$ cat config.mk
export PLATFORM = sky130hd
export DESIGN_NAME = bankers_deadlock_avoidance_unit_flat
export DESIGN_NICKNAME = d
export VERILOG_FILES = /design/src/bda_pkg.sv /design/src/bda_if.sv /design/src/bankers_deadlock_avoidance_unit.sv /design/src/bda_dp.sv /design/src/bda_ctrl.sv /design/src/flat_wrapper.sv
export VERILOG_INCLUDE_DIRS = /design/src /design/src/src
export SDC_FILE = /design/constraint.sdc
export NUM_CORES = 1
export LEC_CHECK = 0
export BUFFER_PORTS_ARGS = -buffer_cell sky130_fd_sc_hd__buf_2
export CORE_MARGIN = 5
export CORE_UTILIZATION = 52
export DETAILED_ROUTE_END_ITERATION = 8
export GPL_TIMING_DRIVEN = 1
export PLACE_DENSITY_LB_ADDON = 0.2
export SYNTH_ARGS = -nofsm -noshare
export SYNTH_HDL_FRONTEND = slang
export SYNTH_HIERARCHICAL = 1
export SYNTH_SLANG_ARGS = --single-unit
$ cat constraint.sdc
create_clock -name clk -period 15.88 [get_ports clk]
set_clock_uncertainty 0.05 [all_clocks]
set_input_delay 1.588 -clock clk [delete_from_list [all_inputs] [get_ports clk]]
set_output_delay 1.588 -clock clk [all_outputs]
set_load 0.01 [all_outputs]
$ cat src/bankers_deadlock_avoidance_unit_defines.svh
// ---------------------------------------------------------------------------
// Assertion macros for the deadlock avoidance unit
// Each macro checks a property on the rising clock edge, outside reset.
// ---------------------------------------------------------------------------
`ifndef BANKERS_DEADLOCK_AVOIDANCE_UNIT_DEFINES_SVH
`define BANKERS_DEADLOCK_AVOIDANCE_UNIT_DEFINES_SVH

`ifndef SYNTHESIS

// Same-cycle implication.
`define BDA_ASSERT(lbl, ante, cons) \
  lbl: assert property (@(posedge clk) disable iff (!rst_n) (ante) |-> (cons)) \
    else $error("bda assertion failed");

// Next-cycle implication.
`define BDA_ASSERT_NXT(lbl, ante, cons) \
  lbl: assert property (@(posedge clk) disable iff (!rst_n) (ante) |=> (cons)) \
    else $error("bda assertion failed");

`else

`define BDA_ASSERT(lbl, ante, cons)
`define BDA_ASSERT_NXT(lbl, ante, cons)

`endif

`endif

$ cat src/bda_pkg.sv
// ---------------------------------------------------------------------------
// bda_pkg
// Sizes, codes, command types and vector helpers of the deadlock avoidance
// unit.
// ---------------------------------------------------------------------------
package bda_pkg;

  localparam int PROCS      = 4;
  localparam int RES_TYPES  = 4;
  localparam int VEC_FIELDS = 4;
  localparam int DATA_W     = 8;
  localparam int PROC_W     = 4;
  localparam int MODE_W     = 2;
  localparam int STATUS_W   = 3;
  localparam int FCOUNT_W   = 5;
  localparam int PIDX_W     = $clog2(PROCS);
  localparam int CNT_W      = $clog2(PROCS + 1);

  typedef logic [DATA_W-1:0]                  data_t;
  typedef logic [RES_TYPES-1:0][DATA_W-1:0]   vec_t;
  typedef logic [VEC_FIELDS-1:0][DATA_W-1:0]  field_vec_t;

  typedef enum logic [MODE_W-1:0] {
    MODE_LOAD  = 2'd0,
    MODE_AVAIL = 2'd1,
    MODE_REQ   = 2'd2,
    MODE_CHECK = 2'd3
  } mode_t;

  typedef enum logic [STATUS_W-1:0] {
    ST_OK        = 3'd0,
    ST_EXCEEDS   = 3'd1,
    ST_WAIT      = 3'd2,
    ST_UNSAFE    = 3'd3,
    ST_BAD_INDEX = 3'd4
  } status_t;

  // Commands from the controller to the datapath.
  typedef struct packed {
    logic accept;
    logic exec;
    logic walk_step;
    logic finish;
    logic load_out;
  } dp_cmd_t;

  // Status from the datapath to the controller.
  typedef struct packed {
    logic start_walk;
    logic walk_done;
  } dp_stat_t;

  typedef struct packed {
    status_t               status;
    logic                  safe;
    logic [FCOUNT_W-1:0]   finished_count;
    field_vec_t            avail;
  } result_t;

  function automatic data_t sat_add(input data_t a, input data_t b);
    logic [DATA_W:0] s;
    s = {1'b0, a} + {1'b0, b};
    return s[DATA_W] ? {DATA_W{1'b1}} : s[DATA_W-1:0];
  endfunction

  function automatic vec_t sat_add_vec(input vec_t a, input vec_t b);
    vec_t r;
    for (int t = 0; t < RES_TYPES; t++) begin
      r[t] = sat_add(a[t], b[t]);
    end
    return r;
  endfunction

  function automatic vec_t sub_vec(input vec_t a, input vec_t b);
    vec_t r;
    for (int t = 0; t < RES_TYPES; t++) begin
      r[t] = a[t] - b[t];
    end
    return r;
  endfunction

  // True when every type of small is at most the same type of big.
  function automatic logic fits(input vec_t small_v, input vec_t big_v);
    logic ok;
    ok = 1'b1;
    for (int t = 0; t < RES_TYPES; t++) begin
      if (small_v[t] > big_v[t]) begin
        ok = 1'b0;
      end
    end
    return ok;
  endfunction

endpackage

$ cat src/bda_if.sv
// ---------------------------------------------------------------------------
// bda_in_if / bda_out_if
// Valid/ready channels for the item words and the result words.
// ---------------------------------------------------------------------------
interface bda_in_if;
  logic                        valid;
  logic                        ready;
  logic [bda_pkg::MODE_W-1:0]  mode;
  logic [bda_pkg::PROC_W-1:0]  process;
  logic [bda_pkg::DATA_W-1:0]  vec_a0;
  logic [bda_pkg::DATA_W-1:0]  vec_a1;
  logic [bda_pkg::DATA_W-1:0]  vec_a2;
  logic [bda_pkg::DATA_W-1:0]  vec_a3;
  logic [bda_pkg::DATA_W-1:0]  need_b0;
  logic [bda_pkg::DATA_W-1:0]  need_b1;
  logic [bda_pkg::DATA_W-1:0]  need_b2;
  logic [bda_pkg::DATA_W-1:0]  need_b3;

  modport source (
    output valid, mode, process, vec_a0, vec_a1, vec_a2, vec_a3,
           need_b0, need_b1, need_b2, need_b3,
    input  ready
  );
  modport sink (
    input  valid, mode, process, vec_a0, vec_a1, vec_a2, vec_a3,
           need_b0, need_b1, need_b2, need_b3,
    output ready
  );
endinterface

interface bda_out_if;
  logic                          valid;
  logic                          ready;
  logic [bda_pkg::STATUS_W-1:0]  status;
  logic                          safe;
  logic [bda_pkg::FCOUNT_W-1:0]  finished_count;
  logic [bda_pkg::DATA_W-1:0]    avail_out0;
  logic [bda_pkg::DATA_W-1:0]    avail_out1;
  logic [bda_pkg::DATA_W-1:0]    avail_out2;
  logic [bda_pkg::DATA_W-1:0]    avail_out3;

  modport source (
    output valid, status, safe, finished_count,
           avail_out0, avail_out1, avail_out2, avail_out3,
    input  ready
  );
  modport sink (
    input  valid, status, safe, finished_count,
           avail_out0, avail_out1, avail_out2, avail_out3,
    output ready
  );
endinterface

$ cat src/bankers_deadlock_avoidance_unit.sv
// ---------------------------------------------------------------------------
// bankers_deadlock_avoidance_unit
// Resource allocator with a safety check against deadlock.
// in_ch carries one item word: mode selects a row load, an available load,
// a resource request or a bare safety check. out_ch returns one result word
// per item: status, safe flag, finished count and the available vector.
// An item is taken on in_ch only while the sequencer is idle. A load, an
// available load or a refused request goes from the decode step straight to
// the result step, where its result word is loaded into the output register.
// A granted request or a check adds the safety walk, one table row per cycle,
// and a finish step. A pass that finds a process stops at it and a pass that
// finds none reads all PROCS rows, so the walk reads at most 13 rows with
// four processes. The walk runs over the single table read port.
// The result sits in an output register, so a stalled receiver holds only
// the finished word; the next item is accepted and runs meanwhile, and waits
// in its last cycle until that register is free.
// Reset clears the tables, the available vector and all control state.
// ---------------------------------------------------------------------------
module bankers_deadlock_avoidance_unit (
  input  logic        clk,
  input  logic        rst_n,
  bda_in_if.sink      in_ch,
  bda_out_if.source   out_ch
);

  bda_pkg::dp_cmd_t     cmd;
  bda_pkg::dp_stat_t    stat;
  bda_pkg::field_vec_t  in_vec;
  bda_pkg::field_vec_t  in_need;
  bda_pkg::result_t     res;

  assign in_vec  = {in_ch.vec_a3, in_ch.vec_a2, in_ch.vec_a1, in_ch.vec_a0};
  assign in_need = {in_ch.need_b3, in_ch.need_b2, in_ch.need_b1, in_ch.need_b0};

  bda_ctrl u_ctrl (
    .clk       (clk),
    .rst_n     (rst_n),
    .in_valid  (in_ch.valid),
    .in_ready  (in_ch.ready),
    .out_valid (out_ch.valid),
    .out_ready (out_ch.ready),
    .cmd       (cmd),
    .stat      (stat)
  );

  bda_dp u_dp (
    .clk        (clk),
    .rst_n      (rst_n),
    .cmd        (cmd),
    .stat       (stat),
    .in_mode    (in_ch.mode),
    .in_process (in_ch.process),
    .in_vec     (in_vec),
    .in_need    (in_need),
    .res        (res)
  );

  assign out_ch.status         = res.status;
  assign out_ch.safe           = res.safe;
  assign out_ch.finished_count = res.finished_count;
  assign out_ch.avail_out0     = res.avail[0];
  assign out_ch.avail_out1     = res.avail[1];
  assign out_ch.avail_out2     = res.avail[2];
  assign out_ch.avail_out3     = res.avail[3];

endmodule

$ cat src/bda_dp.sv
// ---------------------------------------------------------------------------
// bda_dp
// Allocation and need tables, available and work vectors, the safety walk
// scanner, rollback copies and the result register.
// ---------------------------------------------------------------------------
`include "bankers_deadlock_avoidance_unit_defines.svh"

module bda_dp (
  input  logic                                  clk,
  input  logic                                  rst_n,
  input  bda_pkg::dp_cmd_t                      cmd,
  output bda_pkg::dp_stat_t                     stat,
  input  logic [bda_pkg::MODE_W-1:0]            in_mode,
  input  logic [bda_pkg::PROC_W-1:0]            in_process,
  input  bda_pkg::field_vec_t                   in_vec,
  input  bda_pkg::field_vec_t                   in_need,
  output bda_pkg::result_t                      res
);

  bda_pkg::mode_t                     mode_r;
  logic [bda_pkg::PROC_W-1:0]         proc_r;
  bda_pkg::vec_t                      vec_r;
  bda_pkg::vec_t                      nd_r;

  bda_pkg::vec_t                      alloc_r [bda_pkg::PROCS];
  bda_pkg::vec_t                      need_r  [bda_pkg::PROCS];
  bda_pkg::vec_t                      avail_r;
  bda_pkg::vec_t                      work_r;
  logic [bda_pkg::PROCS-1:0]          flags_r;
  logic [bda_pkg::PIDX_W-1:0]         walk_idx_r;
  logic [bda_pkg::CNT_W-1:0]          count_r;
  bda_pkg::status_t                   status_r;

  bda_pkg::vec_t                      save_alloc_r;
  bda_pkg::vec_t                      save_need_r;
  bda_pkg::vec_t                      save_avail_r;
  bda_pkg::result_t                   res_r;

  logic                               proc_ok;
  logic [bda_pkg::PIDX_W-1:0]         pidx;
  logic [bda_pkg::PIDX_W-1:0]         rd_idx;
  bda_pkg::vec_t                      row_alloc;
  bda_pkg::vec_t                      row_need;
  logic                               fit_need;
  logic                               fit_avail;
  logic                               req_grant;
  logic                               hit;
  logic                               last_find;
  logic                               last_row;
  logic                               safe_now;
  logic                               need_zero;
  bda_pkg::status_t                   status_exec;
  bda_pkg::field_vec_t                avail_field;

  assign proc_ok = {1'b0, proc_r} < (bda_pkg::PROC_W + 1)'(bda_pkg::PROCS);
  assign pidx    = proc_r[bda_pkg::PIDX_W-1:0];

  // One row read port: the walk scans by its own index, everything else
  // addresses the row of the item's process.
  assign rd_idx    = cmd.walk_step ? walk_idx_r : pidx;
  assign row_alloc = alloc_r[rd_idx];
  assign row_need  = need_r[rd_idx];

  assign fit_need  = bda_pkg::fits(vec_r, row_need);
  assign fit_avail = bda_pkg::fits(vec_r, avail_r);
  assign req_grant = (mode_r == bda_pkg::MODE_REQ) && proc_ok && fit_need && fit_avail;

  assign hit       = !flags_r[walk_idx_r] && bda_pkg::fits(row_need, work_r);
  assign last_find = count_r == bda_pkg::CNT_W'(bda_pkg::PROCS - 1);
  assign last_row  = walk_idx_r == bda_pkg::PIDX_W'(bda_pkg::PROCS - 1);
  assign safe_now  = count_r == bda_pkg::CNT_W'(bda_pkg::PROCS);
  assign need_zero = row_need == '0;

  assign stat.start_walk = (mode_r == bda_pkg::MODE_CHECK) || req_grant;
  assign stat.walk_done  = hit ? last_find : last_row;

  always_comb begin
    status_exec = bda_pkg::ST_OK;
    priority if ((mode_r == bda_pkg::MODE_LOAD || mode_r == bda_pkg::MODE_REQ) && !proc_ok) begin
      status_exec = bda_pkg::ST_BAD_INDEX;
    end else if (mode_r == bda_pkg::MODE_REQ && !fit_need) begin
      status_exec = bda_pkg::ST_EXCEEDS;
    end else if (mode_r == bda_pkg::MODE_REQ && !fit_avail) begin
      status_exec = bda_pkg::ST_WAIT;
    end else begin
      status_exec = bda_pkg::ST_OK;
    end
  end

  always_comb begin
    avail_field = '0;
    for (int t = 0; t < bda_pkg::RES_TYPES; t++) begin
      avail_field[t] = avail_r[t];
    end
  end

  // Tables and walk state.
  always_ff @(posedge clk) begin
    if (!rst_n) begin
      for (int p = 0; p < bda_pkg::PROCS; p++) begin
        alloc_r[p] <= '0;
        need_r[p]  <= '0;
      end
      avail_r    <= '0;
      work_r     <= '0;
      flags_r    <= '0;
      walk_idx_r <= '0;
      count_r    <= '0;
      status_r   <= bda_pkg::ST_OK;
    end else begin
      if (cmd.accept) begin
        flags_r <= '0;
        count_r <= '0;
      end
      if (cmd.exec) begin
        status_r <= status_exec;
        unique case (mode_r)
          bda_pkg::MODE_LOAD: begin
            if (proc_ok) begin
              alloc_r[pidx] <= vec_r;
              need_r[pidx]  <= nd_r;
            end
          end
          bda_pkg::MODE_AVAIL: begin
            avail_r <= vec_r;
          end
          bda_pkg::MODE_CHECK: begin
            work_r     <= avail_r;
            walk_idx_r <= '0;
          end
          bda_pkg::MODE_REQ: begin
            // Tentative grant; the walk starts from the reduced available.
            if (req_grant) begin
              alloc_r[pidx] <= bda_pkg::sat_add_vec(row_alloc, vec_r);
              need_r[pidx]  <= bda_pkg::sub_vec(row_need, vec_r);
              avail_r       <= bda_pkg::sub_vec(avail_r, vec_r);
              work_r        <= bda_pkg::sub_vec(avail_r, vec_r);
              walk_idx_r    <= '0;
            end
          end
          default: begin
          end
        endcase
      end
      if (cmd.walk_step) begin
        // A hit ends the pass; the next pass rescans from the first row.
        if (hit) begin
          flags_r[walk_idx_r] <= 1'b1;
          count_r             <= count_r + 1'b1;
          work_r              <= bda_pkg::sat_add_vec(work_r, row_alloc);
          walk_idx_r          <= '0;
        end else if (!last_row) begin
          walk_idx_r <= walk_idx_r + 1'b1;
        end
      end
      if (cmd.finish && mode_r == bda_pkg::MODE_REQ) begin
        if (safe_now) begin
          // A process whose need is met hands its allocation back.
          if (need_zero) begin
            avail_r       <= bda_pkg::sat_add_vec(avail_r, row_alloc);
            alloc_r[pidx] <= '0;
          end
        end else begin
          alloc_r[pidx] <= save_alloc_r;
          need_r[pidx]  <= save_need_r;
          avail_r       <= save_avail_r;
          status_r      <= bda_pkg::ST_UNSAFE;
        end
      end
    end
  end

  // Item word, rollback copies and result word.
  always_ff @(posedge clk) begin
    if (cmd.accept) begin
      mode_r <= bda_pkg::mode_t'(in_mode);
      proc_r <= in_process;
      for (int t = 0; t < bda_pkg::RES_TYPES; t++) begin
        vec_r[t] <= in_vec[t];
        nd_r[t]  <= in_need[t];
      end
    end
    if (cmd.exec) begin
      save_alloc_r <= row_alloc;
      save_need_r  <= row_need;
      save_avail_r <= avail_r;
    end
    if (cmd.load_out) begin
      res_r.status         <= status_r;
      res_r.safe           <= safe_now;
      res_r.finished_count <= bda_pkg::FCOUNT_W'(count_r);
      res_r.avail          <= avail_field;
    end
  end

  assign res = res_r;

  `BDA_ASSERT(a_flags_match_count, 1'b1, $countones(flags_r) == int'(count_r))
  `BDA_ASSERT(a_work_grows, cmd.walk_step && $past(cmd.walk_step),
              work_r[0] >= $past(work_r[0]))

endmodule

$ cat src/bda_ctrl.sv
// ---------------------------------------------------------------------------
// bda_ctrl
// Sequencer of the deadlock avoidance unit: takes a word, runs the decode,
// walk and finish steps, and owns the result valid flag.
// ---------------------------------------------------------------------------
`include "bankers_deadlock_avoidance_unit_defines.svh"

module bda_ctrl (
  input  logic               clk,
  input  logic               rst_n,
  input  logic               in_valid,
  output logic               in_ready,
  output logic               out_valid,
  input  logic               out_ready,
  output bda_pkg::dp_cmd_t   cmd,
  input  bda_pkg::dp_stat_t  stat
);

  typedef enum logic [2:0] {
    S_IDLE,
    S_EXEC,
    S_WALK,
    S_FIN,
    S_RESULT
  } state_t;

  state_t state_r;
  logic   out_valid_r;
  logic   out_free;

  assign out_free  = !out_valid_r || out_ready;
  assign in_ready  = state_r == S_IDLE;
  assign out_valid = out_valid_r;

  assign cmd.accept    = in_valid && in_ready;
  assign cmd.exec      = state_r == S_EXEC;
  assign cmd.walk_step = state_r == S_WALK;
  assign cmd.finish    = state_r == S_FIN;
  assign cmd.load_out  = (state_r == S_RESULT) && out_free;

  always_ff @(posedge clk) begin
    if (!rst_n) begin
      state_r     <= S_IDLE;
      out_valid_r <= 1'b0;
    end else begin
      // A new word may take the output register in the cycle the old one leaves.
      if (cmd.load_out) begin
        out_valid_r <= 1'b1;
      end else if (out_ready) begin
        out_valid_r <= 1'b0;
      end
      unique case (state_r)
        S_IDLE: begin
          if (in_valid) begin
            state_r <= S_EXEC;
          end
        end
        S_EXEC: begin
          state_r <= stat.start_walk ? S_WALK : S_RESULT;
        end
        S_WALK: begin
          if (stat.walk_done) begin
            state_r <= S_FIN;
          end
        end
        S_FIN: begin
          state_r <= S_RESULT;
        end
        S_RESULT: begin
          // The result word waits here until the output register is free.
          if (out_free) begin
            state_r <= S_IDLE;
          end
        end
        default: begin
          state_r <= S_IDLE;
        end
      endcase
    end
  end

  `BDA_ASSERT(a_result_from_result_state, $rose(out_valid_r), $past(state_r == S_RESULT))
  `BDA_ASSERT_NXT(a_accept_starts_exec, in_valid && in_ready, state_r == S_EXEC)
  `BDA_ASSERT_NXT(a_walk_end_finishes, state_r == S_WALK && stat.walk_done,
                  state_r == S_FIN)

endmodule

$ cat src/flat_wrapper.sv
// flat-port wrapper written by rule: the top's interface ports become plain ports
module bankers_deadlock_avoidance_unit_flat 
  (clk, rst_n, in_ch_valid, in_ch_mode, in_ch_process, in_ch_vec_a0, in_ch_vec_a1, in_ch_vec_a2, in_ch_vec_a3, in_ch_need_b0, in_ch_need_b1, in_ch_need_b2, in_ch_need_b3, in_ch_ready, out_ch_valid, out_ch_status, out_ch_safe, out_ch_finished_count, out_ch_avail_out0, out_ch_avail_out1, out_ch_avail_out2, out_ch_avail_out3, out_ch_ready);
  bda_in_if in_ch_i ();
  bda_out_if out_ch_i ();
  input  logic clk;
  input  logic rst_n;
  input wire logic [$bits(in_ch_i.valid)-1:0] in_ch_valid;
  input wire logic [$bits(in_ch_i.mode)-1:0] in_ch_mode;
  input wire logic [$bits(in_ch_i.process)-1:0] in_ch_process;
  input wire logic [$bits(in_ch_i.vec_a0)-1:0] in_ch_vec_a0;
  input wire logic [$bits(in_ch_i.vec_a1)-1:0] in_ch_vec_a1;
  input wire logic [$bits(in_ch_i.vec_a2)-1:0] in_ch_vec_a2;
  input wire logic [$bits(in_ch_i.vec_a3)-1:0] in_ch_vec_a3;
  input wire logic [$bits(in_ch_i.need_b0)-1:0] in_ch_need_b0;
  input wire logic [$bits(in_ch_i.need_b1)-1:0] in_ch_need_b1;
  input wire logic [$bits(in_ch_i.need_b2)-1:0] in_ch_need_b2;
  input wire logic [$bits(in_ch_i.need_b3)-1:0] in_ch_need_b3;
  output wire logic [$bits(in_ch_i.ready)-1:0] in_ch_ready;
  output wire logic [$bits(out_ch_i.valid)-1:0] out_ch_valid;
  output wire logic [$bits(out_ch_i.status)-1:0] out_ch_status;
  output wire logic [$bits(out_ch_i.safe)-1:0] out_ch_safe;
  output wire logic [$bits(out_ch_i.finished_count)-1:0] out_ch_finished_count;
  output wire logic [$bits(out_ch_i.avail_out0)-1:0] out_ch_avail_out0;
  output wire logic [$bits(out_ch_i.avail_out1)-1:0] out_ch_avail_out1;
  output wire logic [$bits(out_ch_i.avail_out2)-1:0] out_ch_avail_out2;
  output wire logic [$bits(out_ch_i.avail_out3)-1:0] out_ch_avail_out3;
  input wire logic [$bits(out_ch_i.ready)-1:0] out_ch_ready;
  assign in_ch_i.valid = in_ch_valid;
  assign in_ch_i.mode = in_ch_mode;
  assign in_ch_i.process = in_ch_process;
  assign in_ch_i.vec_a0 = in_ch_vec_a0;
  assign in_ch_i.vec_a1 = in_ch_vec_a1;
  assign in_ch_i.vec_a2 = in_ch_vec_a2;
  assign in_ch_i.vec_a3 = in_ch_vec_a3;
  assign in_ch_i.need_b0 = in_ch_need_b0;
  assign in_ch_i.need_b1 = in_ch_need_b1;
  assign in_ch_i.need_b2 = in_ch_need_b2;
  assign in_ch_i.need_b3 = in_ch_need_b3;
  assign in_ch_ready = in_ch_i.ready;
  assign out_ch_valid = out_ch_i.valid;
  assign out_ch_status = out_ch_i.status;
  assign out_ch_safe = out_ch_i.safe;
  assign out_ch_finished_count = out_ch_i.finished_count;
  assign out_ch_avail_out0 = out_ch_i.avail_out0;
  assign out_ch_avail_out1 = out_ch_i.avail_out1;
  assign out_ch_avail_out2 = out_ch_i.avail_out2;
  assign out_ch_avail_out3 = out_ch_i.avail_out3;
  assign out_ch_i.ready = out_ch_ready;
  bankers_deadlock_avoidance_unit u_core (.clk(clk), .rst_n(rst_n), .in_ch(in_ch_i), .out_ch(out_ch_i));
endmodule
### After elaboration in Yosys (flattened, before gate mapping)

Memory sizes are Yosys's and may differ from the RTL's.
Index checks and enable logic that the tools add are counted.

| storage, ports and cells | value |
|---|---|
| memories | 2 |
| bits in writable memories | 256 |
| flip-flop bits (word level) | 285 |
| output and inout port bits | 43 |

| operators by class | value |
|---|---|
| reductions and logical operators | 26 |
| add/subtract/negate cells | 22 |
| bitwise operators | 6 |
| equal/unequal tests | 13 |
| multiplexer cells | 98 |
| order comparisons | 15 |

Memories:

| memory | words | bits a word | read ports | clocked after Yosys merged registers in | write ports | line | RTL |
|---|---|---|---|---|---|---|---|
| u_core.u_dp.alloc_r | 4 | 32 | 1 | 0 | 4 | bda_dp.sv:25 | `bda_pkg::vec_t alloc_r [bda_pkg::PROCS];` |
| u_core.u_dp.need_r | 4 | 32 | 1 | 0 | 4 | bda_dp.sv:26 | `bda_pkg::vec_t need_r [bda_pkg::PROCS];` |

Operators by type and width:

| operator | count |
|---|---|
| 32-bit 2-to-1 mux | 16 |
| 32-bit case mux with 2 select lines | 2 |
| 8-bit by 8-bit adder with 9-bit output | 12 |
| 8-bit > comparator | 12 |
| 8-bit 2-to-1 mux | 12 |
| 32-bit OR reduction | 2 |
| 8-bit subtractor | 8 |
| 1-bit 2-to-1 mux | 39 |
| 3-bit 2-to-1 mux | 11 |
| 32-bit zero test | 1 |
| 2-bit 2-to-1 mux | 10 |
| 4-bit 2-to-1 mux | 4 |
| 3-bit case mux with 5 select lines | 1 |
| 1-bit logical AND | 11 |
| 3-bit by 2-bit equality test with 1-bit output, second input constant | 3 |
| 2-bit equality test, second input constant | 3 |
| 3-bit equality test, second input constant | 2 |
| 1-bit zero test | 5 |
| 1-bit bitwise OR | 5 |
| 4-bit by 3-bit < comparator with 1-bit output, second input constant | 1 |
| 2-bit inequality test, second input constant | 2 |
| 4-bit bitwise OR | 1 |
| 2-bit case mux with 2 select lines | 1 |
| 3-bit by 1-bit adder with 3-bit output, second input constant | 1 |
| 13 further kinds | 15 |

### Logic depth before layout (Yosys ltp)

An unclocked memory read counts as a cell.

| logic depth | value |
|---|---|
| depth in word-level cells | 20 |
| depth in mapped cells | 22 |
| gate-level depth less buffers | 15 |

### Cells and area by module

Netlist, hierarchy kept.

Modules (own cells, without submodules):

| module | cells each | times used | area each (µm²) |
|---|---|---|---|
| bda_dp | 2687 | 1 | 30262.8 |
| bda_ctrl | 25 | 1 | 215.2 |

### Worst setup path after synthesis

Ideal clock, no wire load.

| timing path | value |
|---|---|
| path type | register to register |
| start | register u_core.u_ctrl.state_r[2] |
| end | memory u_core/u_dp/alloc_r[3][0] (netlist bit), enable pin |
| path buffers | 4 |
| arrival | 8.345 ns |
| path slack | 7.020 ns |
| cell stages (with the launch flop) | 12 |
| cell sequence | dfxtp_1 -> nand2b_1 -> nor2_1 -> clkbuf_1 -> nand2_1 -> nor4_1 -> and4_1 -> clkbuf_1 -> buf_2 -> buf_2 -> nor3_1 -> o21ai_0 |

RTL lines:

| what | line | RTL |
|---|---|---|
| start: declaration | bda_ctrl.sv:27 | `state_t state_r;` |
| start signal: assignment | bda_ctrl.sv:59 | `state_r <= stat.start_walk ? S_WALK : S_RESULT;` |
| end: declaration | bda_dp.sv:25 |  |

==> reports/summary.txt <==
IO Pins = 117
Overall routed net length = 93.3 mm
First-pass GRT wire length = 140 mm
I/O Buffers = 114
Leading area contributor after synthesis = edfxtp_1
FFs w/ async S/R, synth = 0%
Tot GR Track Use = 28.7%
Commonest cells after routing, fill and taps aside = edfxtp_1 (461), nor2_1 (381), ha_1 (203)
Worst-Margin Slew = 1.13 ns
Routed Antenna Nets = 0
Final Cycle Share = 51.5%
CP Capture Type = register
Startpoint Class = register
Post-synth EDFFs = 461
Count of cell types in the netlist = 81
Area fraction of the dominant cell type after synthesis = 45.4%
Most common library cell in the layout ignoring fill and taps = edfxtp_1
Critical path arrival = 8.44 ns
DRC = 0
Num rows = 88
Worst Setup Slack, final = 7.70 ns
Worst Path Required = 16.14 ns
Placed wire-length estimate = 68.7 mm
Die height = 252 um
Initial Utilization = 52.6%
Max Freq = 122 MHz
Crit Path Max Fanout = 51
Die width = 252 um
Worst slew margin = 23.3%
Hold buffers post-CTS = 0
Synth warn = 6
Synth-to-Final Area Change = 11.4%
Largest net degree at the start of global routing = 74
Share of layout cells above drive strength 1 = 13.2%
Total power = 3.68 mW
PostCTS Resize Cnt = 0
Root Driver = clkbuf_16
Clock sink count = 541
Vias in the first global route = 22,094
Hold Path Depth = 0
Worst Reg-to-Reg Cells = 20
Clock Latency Late Sink = 0.64 ns
Vias per cell = 6.33
Final hold vios = 0
Max-Cap Viols = 0
Synth Register Bits = 541
Synth area leaders = edfxtp_1 (45%), ha_1 (8.3%), dfxtp_1 (5.3%), nor2_1 (4.7%), mux4_2 (4.7%)
Setup violations, final = 0
DIE AREA = 63,600 sq um
Leak = 13.3 nW
Gr ovfl total = 0
RSZ-0062 raised after global routing = false
Antenna violations before repair = 0
Seq/Total Area, Yosys = 50.7%
Vias = 22,920
TritonCTS buffer count = 58
Reg clk slew, reported paths = 0.07 ns
Pre-CTS setup slack = 7.77 ns
Initial DRC count = 2,752
Final min period = 8.18 ns
Core ar. = 57,900 sq um
Setup Buffers After CTS = 0
PD cells = 109 nW/um^2
Initial DRT Pass Iterations = 6
Post-synthesis cell count = 2,712
Drt wl/cell = 25.8 um
Fin nets = 3,104
Synthesized area = 30,500 sq um
Syn avg cell area = 11.2 sq um
Main synth FF type = edfxtp_1
Setup_tns = 0 ns
Setup CP Type = reg2reg
Peak VDD IR = 123 uV
Max-slew violations = 0
Gp weighted congestion = 0.982
CTS tree = yes
Max H-tree Level = 2
Status = complete, no violations
R2r setup slk = 7.70 ns
Clock tree buffer depth = 3
Hold WC Path Type = reg2reg
## layout make-up
class	instances	area [sq um]
fill	4820	24000
clock buffer	64	1510
tap	765	957
antenna	1	2.50
sequential	541	15400
multi-input combinational	1885	14000
inverter	167	627
timing repair buffer	154	871
clock inverter	43	577
## final timing paths
kind / endpoint / start
worst max-delay path: u_core/u_dp/need_r[0][18]$_SDFFCE_PN0P_ / u_core/u_ctrl/state_r[1]$_SDFFE_PN0P_
worst min-delay path: u_core/u_dp/res[40]$_DFFE_PP_ / u_core/u_dp/status_r[2]$_SDFF_PN0_
worst max register to register: u_core/u_dp/need_r[0][18]$_SDFFCE_PN0P_ / u_core/u_ctrl/state_r[1]$_SDFFE_PN0P_
worst min register to register: u_core/u_dp/res[40]$_DFFE_PP_ / u_core/u_dp/status_r[2]$_SDFF_PN0_
## worst max-delay path, cell delays in order (launching register included)
cell	delay [ns]
dfxtp_1	0.50
nand2b_1	0.13
nor2_1	0.12
buf_4	0.20
mux2i_4	0.93
buf_4	0.75
mux4_2	0.41
inv_1	0.09
ha_1	0.21
fa_1	0.43
nand2b_1	0.17
a21oi_1	0.26
nor3_1	0.10
a211oi_1	0.65
and4_4	0.63
buf_4	0.61
or3_1	0.24
nand2_1	0.07
buf_4	0.26
nand2_1	0.50
buf_4	0.40
## metrics by stage
step	hold slack (ns)	instances	instance area (sq um)	util (%)
floorplan	0.359	2713	30500	-
global placement	0.379	3512	31900	55.0
detailed placement	0.373	3512	31900	55.0
global route	0.401	3619	33900	58.6
CTS	0.389	3619	33900	58.6
finish	0.390	3620	33900	58.6
## flip-flops by register name, summed over array words and instances (netlist names), 32 cells and up
register and count:
u_core/u_dp/work_r 32, u_core/u_dp/res 39, u_core/u_dp/save_avail_r 32, u_core/u_dp/save_alloc_r 32, u_core/u_dp/alloc_r 128, u_core/u_dp/need_r 128
u_core/u_dp/save_need_r 32, u_core/u_dp/avail_field 32, u_core/u_dp/nd_r 32, u_core/u_dp/vec_r 32
## kinds of logic after synthesis
group,after synthesis,share of synthesized area (%)
compound gates,563,12.2
xor+xnor,96,2.76
fa+ha+maj,223,9.65
buf+inv,287,3.74
flops,541,50.7
mux,172,8.35
other cells,1,0.0123
simple gates,829,12.6
## layer usage
metal	global-route usage (%)	part of all wire, %
met5	0	0
met1	41.7	42
met3	5.00	9.9
met4	7.92	3.0
met2	45.0	45
## report_power, final
part / internal [mW] / switching, mW / total, mW
Sequential: 1.61 / 0.0484 / 1.66
Clock: 0.882 / 0.592 / 1.47
Combinational: 0.213 / 0.340 / 0.553
Total: 2.70 / 0.981 / 3.68
## synthesized netlist by cell type (all sizes together) (8+ instances only)
cell type / instances
nor2b: 58
or2: 11
a21oi: 140
o211ai: 27
a211oi: 46
xnor2: 50
mux2i: 84
nor3: 40
buf: 42
o21a: 23
nand3b: 10
nand3: 41
nand2: 144
inv: 166
edfxtp: 461
o31a: 10
a311oi: 11
a22oi: 13
or4: 11
clkbuf: 78
dfxtp: 80
fa: 20
mux2: 25
nor2: 384
o21ai: 135
o21bai: 10
and2: 8
a32oi: 17
xor2: 46
nand4: 14
or3: 12
o22ai: 11
mux4: 63
nand2b: 40
a21o: 30
ha: 203
nor4: 32
(Power assumes the default switching activity.)
